--- config.mk ---
export PLATFORM = sky130hd
export DESIGN_NAME = salc_way_sel
export DESIGN_NICKNAME = d
export VERILOG_FILES = /design/src/rtl/core/salc_pkg.sv /design/src/rtl/core/salc_way_sel.sv
export SDC_FILE = /design/constraint.sdc
export NUM_CORES = 1
export LEC_CHECK = 0
export BUFFER_PORTS_ARGS = -buffer_cell sky130_fd_sc_hd__buf_2
export CAP_MARGIN = 25
export CELL_PAD_IN_SITES_DETAIL_PLACEMENT = 1
export CELL_PAD_IN_SITES_GLOBAL_PLACEMENT = 1
export CORE_AREA = 2 2 221 223
export DETAILED_ROUTE_END_ITERATION = 10
export DIE_AREA = 0 0 223 225
export PLACE_DENSITY = 0.61
export SLEW_MARGIN = 20
export SYNTH_ARGS = -nofsm -noshare
export SYNTH_HDL_FRONTEND = slang
export SYNTH_SLANG_ARGS = --single-unit
--- constraint.sdc ---
create_clock -name vclk -period 11.5
set_input_delay 1.15 -clock vclk [all_inputs]
set_output_delay 1.15 -clock vclk [all_outputs]
set_load 0.01 [all_outputs]
--- src/rtl/core/salc_pkg.sv ---
// Shared types, constants and helpers of the set-associative LRU tag store.
// No dependencies; imported by salc_way_sel and set_assoc_lru_cache_tags.
package salc_pkg;

  // default sizes of the tag store
  localparam int MAX_SETS_DEF = 256;
  localparam int MAX_WAYS_DEF = 8;

  // field and register widths
  localparam int ADDR_W     = 32;
  localparam int CNT_W      = 32;
  localparam int OFF_W      = 5;
  localparam int SETB_W     = 4;
  localparam int WAYS_W     = 4;
  localparam int WAY_OUT_W  = 3;
  localparam int WAY_IDX_W  = 5;   // enough for up to 32 ways
  localparam int CFG_IDX_W  = 2;
  localparam int CFG_DATA_W = 5;
  localparam int OUT_DATA_W = 72;

  // configuration register indexes
  localparam logic [CFG_IDX_W-1:0] CFG_OFFSET_BITS = 2'd0;
  localparam logic [CFG_IDX_W-1:0] CFG_SET_BITS    = 2'd1;
  localparam logic [CFG_IDX_W-1:0] CFG_WAYS_IN_USE = 2'd2;

  // configuration reset values
  localparam logic [OFF_W-1:0]  OFFSET_BITS_RST = 5'd5;
  localparam logic [SETB_W-1:0] SET_BITS_RST    = 4'd6;
  localparam logic [WAYS_W-1:0] WAYS_IN_USE_RST = 4'd4;

  localparam logic [CNT_W-1:0] CNT_SAT = '1;

  // one way of a set as held in the row memory
  typedef struct packed {
    logic              valid;
    logic [ADDR_W-1:0] tag;
    logic [CNT_W-1:0]  stamp;
  } line_t;

  // outcome of the way search
  typedef struct packed {
    logic                 hit;
    logic                 evicted;
    logic [WAY_IDX_W-1:0] pick;
  } sel_res_t;

  typedef enum logic {
    S_IDLE,
    S_LOOKUP
  } state_t;

  // saturating increment
  function automatic logic [CNT_W-1:0] sat_inc(input logic [CNT_W-1:0] v);
    sat_inc = (v == CNT_SAT) ? v : v + 1'b1;
  endfunction

endpackage

--- src/rtl/core/salc_way_sel.sv ---
// Way search of one set: tag match, first free way and LRU victim.
// Depends on salc_pkg (line_t, sel_res_t, widths).
module salc_way_sel #(
  parameter int MAX_WAYS = salc_pkg::MAX_WAYS_DEF
) (
  input  salc_pkg::line_t [MAX_WAYS-1:0]       row,
  input  logic                                 row_ok,
  input  logic [salc_pkg::ADDR_W-1:0]          tag,
  input  logic [$clog2(MAX_WAYS+1)-1:0]        ways,
  output salc_pkg::sel_res_t                   res
);
  import salc_pkg::*;

  localparam int IDX_W = (MAX_WAYS > 1) ? $clog2(MAX_WAYS) : 1;
  localparam int WCNT_W = $clog2(MAX_WAYS + 1);
  localparam int LEAVES = 1 << IDX_W;

  logic [MAX_WAYS-1:0] in_use;
  logic [MAX_WAYS-1:0] line_ok;

  logic             leaf_ok [LEAVES];
  logic [CNT_W-1:0] leaf_st [LEAVES];
  logic [IDX_W-1:0] leaf_ix [LEAVES];

  logic             node_ok [2*LEAVES];
  logic [CNT_W-1:0] node_st [2*LEAVES];
  logic [IDX_W-1:0] node_ix [2*LEAVES];

  logic             hit;
  logic [IDX_W-1:0] hit_ix;
  logic             free;
  logic [IDX_W-1:0] free_ix;

  // per-way flags and tree leaves
  for (genvar g = 0; g < LEAVES; g++) begin : g_leaf
    if (g < MAX_WAYS) begin : g_way
      assign in_use[g]  = ways > WCNT_W'(g);
      assign line_ok[g] = row_ok & row[g].valid;
      assign leaf_ok[g] = in_use[g];
      assign leaf_st[g] = row[g].stamp;
      assign leaf_ix[g] = IDX_W'(g);
    end else begin : g_pad
      assign leaf_ok[g] = 1'b0;
      assign leaf_st[g] = '0;
      assign leaf_ix[g] = IDX_W'(g);
    end
  end

  // lowest matching way and lowest free way
  always_comb begin
    hit     = 1'b0;
    hit_ix  = '0;
    free    = 1'b0;
    free_ix = '0;
    for (int w = MAX_WAYS - 1; w >= 0; w--) begin
      if (in_use[w] && line_ok[w] && (row[w].tag == tag)) begin
        hit    = 1'b1;
        hit_ix = IDX_W'(w);
      end
      if (in_use[w] && !line_ok[w]) begin
        free    = 1'b1;
        free_ix = IDX_W'(w);
      end
    end
  end

  // smallest stamp by a comparator tree, the left (lower) way wins ties
  always_comb begin
    node_ok[0] = 1'b0;
    node_st[0] = '0;
    node_ix[0] = '0;
    for (int i = 0; i < LEAVES; i++) begin
      node_ok[LEAVES+i] = leaf_ok[i];
      node_st[LEAVES+i] = leaf_st[i];
      node_ix[LEAVES+i] = leaf_ix[i];
    end
    for (int i = LEAVES - 1; i >= 1; i--) begin
      if (node_ok[2*i+1] && (!node_ok[2*i] || (node_st[2*i+1] < node_st[2*i]))) begin
        node_ok[i] = 1'b1;
        node_st[i] = node_st[2*i+1];
        node_ix[i] = node_ix[2*i+1];
      end else begin
        node_ok[i] = node_ok[2*i];
        node_st[i] = node_st[2*i];
        node_ix[i] = node_ix[2*i];
      end
    end
  end

  // hit first, then a free way, else the victim
  always_comb begin
    res.hit     = hit;
    res.evicted = !hit && !free;
    priority if (hit) begin
      res.pick = WAY_IDX_W'(hit_ix);
    end else if (free) begin
      res.pick = WAY_IDX_W'(free_ix);
    end else begin
      res.pick = WAY_IDX_W'(node_ix[1]);
    end
  end

endmodule

==> results of run 1 <==
-- critical path, delay by kind of cell --
kind,cells,cell delay (ns)
AOI/OAI and AO/OA,13,3.00
buffers and inverters,4,0.64
and+or+nand+nor,11,3.22
adders and majority gates,3,0.98
-- cell usage after synthesis, drive strengths merged, types with 12 or more instances --
library cell  number  share of area, %
nor2             117               4.0
a21oi            169               7.7
buf               47               2.3
xor2              54               4.3
inv              136               4.6
ha               217                25
nor4              29               1.7
nand2            161               5.5
and4              12              0.96
a21o              16               1.1
nor3              25               1.1
o21ai            145               6.6
a211oi            18               1.4
xnor2            202                16
clkbuf            29              0.99
nand3             28               1.3
nand4            104               5.9
-- stage by stage --
stage / std cells / instance area [um^2]
floorplan: 1637 / 10990
global placement: 2746 / 14310
detailed placement: 2746 / 14310
CTS: 2746 / 14310
global route: 2755 / 14350
finish: 2758 / 14360
-- power by group through the flow --
stage / clock network [mW] / logic, mW / registers (mW)
after floorplan: 0 / 0.599 / 0
final: 0.000000129 / 0.965 / 0
after global placement: 0 / 0.927 / 0
after detailed placement: 0 / 0.961 / 0
after CTS: 0 / 0.966 / 0
after global routing: 0.0000000936 / 1.07 / 0
-- layer usage --
layer  routed length, um  GRT usage, %  vias to the layer above
li1                    -             -                     6850
met1               23300         24.28                     6697
met2               35270         50.00                      443
met3                2692         2.907                      104
met4                2448         9.179                        2
met5                  12             0                        -
-- how the worst min path moves through the flow --
stage                     startpoint  endpoint  slack (ns)  cells after the start
after floorplan              ways[0]    res[2]        2.60                      4
after detailed placement    row[125]    res[2]        2.94                      6
after global routing        row[125]    res[2]        3.06                      6
after CTS                   row[125]    res[2]        2.94                      6
final                       row[125]    res[2]        2.95                      6
after global placement      row[125]    res[2]        2.93                      6
-- area by class of cell --
cell class	instances	area, um^2
diodes	11	27.53
fillers	6208	33180
inverters	136	510.5
multi-input cells	1425	10150
well taps	615	769.5
repair buffers	571	2900
-- cell families after synthesis --
| group | Yosys count | share of synthesized area [%] |
|---|---|---|
| AND/OR/NAND/NOR | 532 | 24.19 |
| AO/OA/AOI/OAI | 412 | 22.12 |
| XOR/XNOR | 256 | 20.41 |
| adder cells (fa/ha/maj) | 217 | 24.72 |
| buffers and inverters | 212 | 7.940 |
| multiplexers | 6 | 0.5810 |
| other | 1 | 0.03414 |
==> results.md, run 1 <==
* DP HPWL at 57,770 um
* Post-CTS Setup Repair Bufs at 0
* Status: completed
* Critical path type: input pin to output port
* Commonest non-fill, non-tap cells in the layout: buf_2, ha_1, xnor2_1
* CP arrival at 9.00 ns
* Comb pwr share at 100.0%
* Synth warn at 0
* Placer Congestion at 0.9343
* Flop pwr share at 0%
* Port Buffers at 562
* Sw Ratio at 60.23%
* Gr usage total at 24.19%
* Achievable Freq at 98.53 MHz
* FFs & Latches at 0
* Die Area at 0.05018 mm^2
* Slew headroom at 36.58%
* Lkg Pwr at 6.871 nW
* Post-synthesis sequential area ratio at 0%
* Overflow after GRT at 0
* Pwr/cell area at 67.18 mW/mm^2
* Final setup fails at 0
* First-pass GRT wire length at 91,060 um
* Initial core utilization at 23.10%
* Nets at 2,908
* # rows at 80
* I/O pins at 564
* Synth Cell Area at 0.01098 mm^2
* Initial antenna violation count at 24
* Via count at 14.10k
* Die Y at 225 um
* Critical Path RT at 10.35 ns
* Place WS at 1.309 ns
* RSZ-0062 raised after global routing: false
* Max-Cap Viols at 0
* Max VDD drop at 0.04821 mV
* Fin crit period at 10.15 ns
* Critical Path Start Type: input pin
* Commonest non-fill, non-tap cell in the layout: buf_2
* Worst Setup SP: row[27]
* Antenna Nets Post-Route at 0
* Avg WL per Cell at 23.10 um
* Slew Viols, Final at 0
* Final worst setup slack at 1.350 ns
* Core Box Area at 0.04755 mm^2
* Drt via density at 5.111
* Largest net degree at the start of global routing at 66
* Clock buf count at 0
* PostCTS Resize Cnt at 0
* Cts hold-fix bufs at 0
* Total Routed Length at 63,720 um
* CP endpoint: res[2]
* Synthesized instance count at 1,636
* Critical path's most frequent cell: a21oi_1
* Worst Path Max Fanout at 29
* Clock share of power at 0%
* Switch Pwr at 0.5810 mW
* Tightest Pin Transition at 0.9513 ns
* P_int at 0.3837 mW
* Critical-path top delay cell: a2111oi_0
* Synth Area per Inst at 6.713 um^2
* 1st-iter DRT viols at 520
* Pwr Total at 0.9647 mW
* Setup tns final at 0 ns
* CP max stage delay at 0.68 ns
* Unique masters post-synth at 72
* CP endpoint kind: output port
* Period utilization at 88.26%
* Share of post-route cells with drive strength above 1 at 27.86%
* Worst hold path type: input pin to output port
* Vias in the first global route at 15.29k
* Fin. Hold Viols at 0
* WHS at 2.945 ns
* Die width at 223 um
* First-pass iteration count of the detailed router at 5
* Final Core Density at 30.21%
* Syn-to-layout area delta at 30.76%
* DRC at 0
* Register area at 0 um^2
No activity file was read; power rests on OpenSTA's default activity.
==> run 2, diff against run 1 <==
--- a/config.mk
+++ b/config.mk
@@ -12,7 +12,7 @@
 export CORE_AREA = 2 2 221 223
 export DETAILED_ROUTE_END_ITERATION = 10
 export DIE_AREA = 0 0 223 225
-export PLACE_DENSITY = 0.61
+export PLACE_DENSITY = 0.68
 export SLEW_MARGIN = 20
 export SYNTH_ARGS = -nofsm -noshare
 export SYNTH_HDL_FRONTEND = slang
==> run 2 against run 1 <==
Net effect: fmax decreased by 1.4%; worst setup slack worse by 0.14 ns; non-clock buffer count rose by 2; critical path type unchanged; critical endpoint is now res[0].
==> results.md, run 2 (synthesis gave the netlist of run 1 again) <==
* WHS Path Cells at 6
* Tightest Pin Transition at 1.037 ns
* DRC at 0
* CP endpoint kind: output port
* Syn-to-layout area delta at 31.08%
* Achievable Freq at 97.16 MHz
* Fin. Hold Viols at 0
* Die width at 223 um
* Initial core utilization at 23.10%
* FFs & Latches at 0
* Drt via density at 5.181
* Share of post-route cells with drive strength above 1 at 27.93%
* Port Buffers at 562
* Clock buf count at 0
* Commonest non-fill, non-tap cell in the layout: buf_2
* Post-CTS Setup Repair Bufs at 0
* Antenna Nets Post-Route at 0
* Slew headroom at 30.29%
* Critical Path RT at 10.35 ns
* Status: completed
* First-pass iteration count of the detailed router at 5
* Initial antenna violation count at 19
* Nets at 2,910
* Core Box Area at 0.04755 mm^2
* # rows at 80
* Placer Congestion at 0.9884
* Fin crit period at 10.29 ns
* Largest net degree at the start of global routing at 66
* Lkg Pwr at 6.885 nW
* Period utilization at 89.50%
* Final worst setup slack at 1.208 ns
* WHS Endpoint: res[0]
* Worst Path Max Fanout at 36
* PostCTS Resize Cnt at 0
* DP HPWL at 58,480 um
* Critical Path Start Type: input pin
* CP arrival at 9.14 ns
* Worst hold path type: input pin to output port
* Avg WL per Cell at 23.52 um
* Commonest non-fill, non-tap cells in the layout: buf_2, ha_1, xnor2_1
* CP max stage delay at 0.63 ns
* Overflow after GRT at 0
* Final setup fails at 0
* Die Y at 225 um
* Vias in the first global route at 15.70k
* Total Routed Length at 65,000 um
* Die Area at 0.05018 mm^2
* RSZ-0062 raised after global routing: false
* Max VDD drop at 0.04165 mV
* Slew Viols, Final at 0
* Critical path type: input pin to output port
* Setup tns final at 0 ns
* Fillers at 6,212
* Place WS at 1.100 ns
* Gr usage total at 24.81%
* Via count at 14.31k
* 1st-iter DRT viols at 528
* I/O pins at 564
* Register area at 0 um^2
* Cts hold-fix bufs at 0
* Critical-path top delay cell: and2_2
* Pwr/cell area at 68.59 mW/mm^2
* First-pass GRT wire length at 93,810 um
* Max-Cap Viols at 0
* Min-delay src: row[129]
-- run 2: how the worst max path moves through the flow --
stage / start / endpoint / cells past startpoint
floorplan: row[141] / res[0] / 31
global placement: row[156] / res[0] / 33
detailed placement: row[267] / res[0] / 35
CTS: row[267] / res[0] / 35
global route: row[141] / res[0] / 33
finish: row[153] / res[0] / 33
-- run 2: metal layers --
layer / GRT usage (%) / wire, um / vias to the layer above
li1: - / - / 6857
met1: 24.38 / 23230 / 6799
met2: 49.98 / 34760 / 499
met3: 2.881 / 2962 / 149
met4: 13.88 / 3988 / 10
met5: 0 / 59 / -
-- run 2: worst max-delay path, delay by kind of cell --
kind | cells | cell delay, ns
compound gates | 13 | 3.05
simple gates | 12 | 3.14
fa+ha+maj | 3 | 1.00
buf+inv | 5 | 0.74
-- run 2: report_power, final --
| group | switching (mW) | internal [mW] | total, mW |
|---|---|---|---|
| Clock | 0 | 0.000000164 | 0.000000164 |
| Combinational | 0.596 | 0.391 | 0.987 |
| Sequential | 0 | 0 | 0 |
| Total | 0.596 | 0.391 | 0.987 |
-- run 2: layout make-up --
cell class	instances	area (um^2)	area share [%]
well taps	615	769.5	5.345
repair buffers	573	2928	20.34
inverters	136	510.5	3.546
diodes	14	35.03	0.2434
multi-input cells	1425	10150	70.53
-- run 2: through the flow --
stage | util (%) | hold WS (ns) | instances | power (mW) | instance area, um^2
5_1_grt | 30.27 | 3.013 | 2761 | 1.104 | 14390
4_1_cts | 30.15 | 2.980 | 2748 | 0.9876 | 14330
2_1_floorplan | - | 2.597 | 1637 | 0.5992 | 10990
6_report | 30.28 | 2.991 | 2763 | 0.9874 | 14400
3_5_place_dp | 30.15 | 2.980 | 2748 | 0.9826 | 14330
3_3_place_gp | 30.15 | 2.966 | 2748 | 0.9477 | 14330
==> run 3, diff against run 2 <==
--- a/config.mk
+++ b/config.mk
@@ -8,11 +8,11 @@
 export BUFFER_PORTS_ARGS = -buffer_cell sky130_fd_sc_hd__buf_2
 export CAP_MARGIN = 25
 export CELL_PAD_IN_SITES_DETAIL_PLACEMENT = 1
-export CELL_PAD_IN_SITES_GLOBAL_PLACEMENT = 1
-export CORE_AREA = 2 2 221 223
+export CELL_PAD_IN_SITES_GLOBAL_PLACEMENT = 2
+export CORE_AREA = 2 2 222 224
 export DETAILED_ROUTE_END_ITERATION = 10
-export DIE_AREA = 0 0 223 225
-export PLACE_DENSITY = 0.68
+export DIE_AREA = 0 0 224 226
+export PLACE_DENSITY = 0.84
 export SLEW_MARGIN = 20
 export SYNTH_ARGS = -nofsm -noshare
 export SYNTH_HDL_FRONTEND = slang
==> run 3 against run 2 <==
Net effect: utilization is 0.51 points lower; combinational power down 0.5%; sequential share of layout area is the same; die area rose by 0.89%; clock-buffer cell count unchanged; global-route usage down 0.66 points; cell count about the same; critical endpoint unchanged; largest power group unchanged; highest routed layer unchanged.
==> results.md, run 3 (synthesis gave the netlist of run 1 again) <==
* Max Used Layer: met5
* Port Buffers at 562
* RSZ-0062 raised after global routing: false
* Core Box Area at 0.04834 mm^2
* Syn-to-layout area delta at 31.02%
* CP max stage delay at 0.66 ns
* Critical Path Start Type: input pin
* CP top delay family: compound AO/OA/AOI/OAI gates
* First-pass GRT wire length at 91,360 um
* CP arrival at 9.18 ns
* Final Core Density at 29.77%
* Place WS at 0.8265 ns
* WHS Path Cells at 7
* Metal2 WL at 34,260 um
* DP HPWL at 57,640 um
* P_int at 0.3880 mW
* Fin crit period at 10.33 ns
* Period utilization at 89.78%
* Fin. Hold Viols at 0
* Gr usage total at 24.15%
* Min-delay src: row[125]
* Inst Count DP at 2,755
* Comb pwr share at 100.0%
* Fillers at 6,277
* Status: completed
* Final worst setup slack at 1.175 ns
* Critical-path top delay cell: a2111oi_0
* Slew Viols, Final at 0
* Avg WL per Cell at 23.04 um
* Final setup fails at 0
* Largest net degree at the start of global routing at 47
* Commonest non-fill, non-tap cells in the layout: buf_2, ha_1, xnor2_1
* Max VDD drop at 0.04284 mV
* Cts hold-fix bufs at 0
* DRC at 0
* 1st-iter DRT viols at 480
* I/O pins at 564
* PostCTS Resize Cnt at 0
* Cell Count, Final, Fillers Out at 2,765
* Via count at 14.20k
* Commonest non-fill, non-tap cell in the layout: buf_2
* Total Routed Length at 63,720 um
* Achievable Freq at 96.85 MHz
* Critical Path RT at 10.35 ns
* Clock buf count at 0
* Lkg Pwr at 6.890 nW
* Critical path type: input pin to output port
* Crit. path cell count at 35
* # rows at 81
* WHS Endpoint: res[1]
* Register area at 0 um^2
* Die Area at 0.05062 mm^2
* CP Buf/Inv Count at 6
* Vias in the first global route at 15.29k
* Worst hold path type: input pin to output port
* Drt via density at 5.136
* Placer Congestion at 0.9660
* Max-Cap Viols at 0
* Overflow after GRT at 0
* Met1 WL at 23,250 um
* Slew headroom at 46.91%
* Worst Path Max Fanout at 34
* Nets at 2,912
* Met3 WL at 2626 um
* Post-CTS Setup Repair Bufs at 0
* FFs & Latches at 0
* Pwr/cell area at 68.23 mW/mm^2
* Initial antenna violation count at 15
* Flop pwr share at 0%
* Share of post-route cells with drive strength above 1 at 28.00%
* Antenna Nets Post-Route at 0
* First-pass iteration count of the detailed router at 4
* Die width at 224 um
* Clock share of power at 0%
* Tightest Pin Transition at 0.7907 ns
* CP endpoint kind: output port
* Sw Ratio at 60.49%
* Die Y at 226 um
* Setup tns final at 0 ns
* Initial core utilization at 22.72%
* Switch Pwr at 0.5939 mW
[run 3: cell count changes in the layout (fill, tap and decap cells not counted)]
cell     change
diode_2      -7
buf_4        +3
buf_12       -1
[run 3: stage by stage]
stage	instance area (um^2)	total power, mW	hold slack, ns
after floorplan	10990	0.5992	2.597
after global placement	14330	0.9467	2.959
after detailed placement	14330	0.9794	2.971
after CTS	14330	0.9849	2.975
after global routing	14390	1.100	3.033
final	14390	0.9819	2.987
[run 3: worst max path at each step]
stage,startpoint,to,slack [ns]
2_1_floorplan,row[141],res[0],3.28
4_1_cts,row[27],res[0],0.76
5_1_grt,row[141],res[0],0.36
6_report,row[27],res[0],1.17
3_5_place_dp,row[30],res[0],0.83
3_3_place_gp,row[27],res[0],0.89
[run 3: layer usage]
layer	GRT usage (%)	vias to the layer above
met4	11.16	14
li1	-	6849
met3	2.589	138
met1	24.49	6731
met2	48.85	468
met5	0	-
[run 3: cell type report]
class | count | area (um^2) | share of cell area, %
Multi-Input combinational cell | 1425 | 10150 | 70.56
Tap cell | 622 | 778.2 | 5.408
Antenna cell | 7 | 17.52 | 0.1217
Inverter | 136 | 510.5 | 3.548
Timing Repair Buffer | 575 | 2930 | 20.36
[run 3: power groups by stage]
stage	clock network, mW	registers, mW	logic (mW)
floorplan	0	0	0.599
global placement	0	0	0.947
detailed placement	0	0	0.979
CTS	0	0	0.985
global route	0.0000000700	0	1.10
finish	0.0000000820	0	0.982
[run 3: worst min-delay path, stage by stage]
cell,delay [ns]
buf_2,0.09
xnor2_1,0.06
nand4_1,0.13
nand2_1,0.06
a2bb2oi_1,0.14
nand2_1,0.06
buf_2,0.15
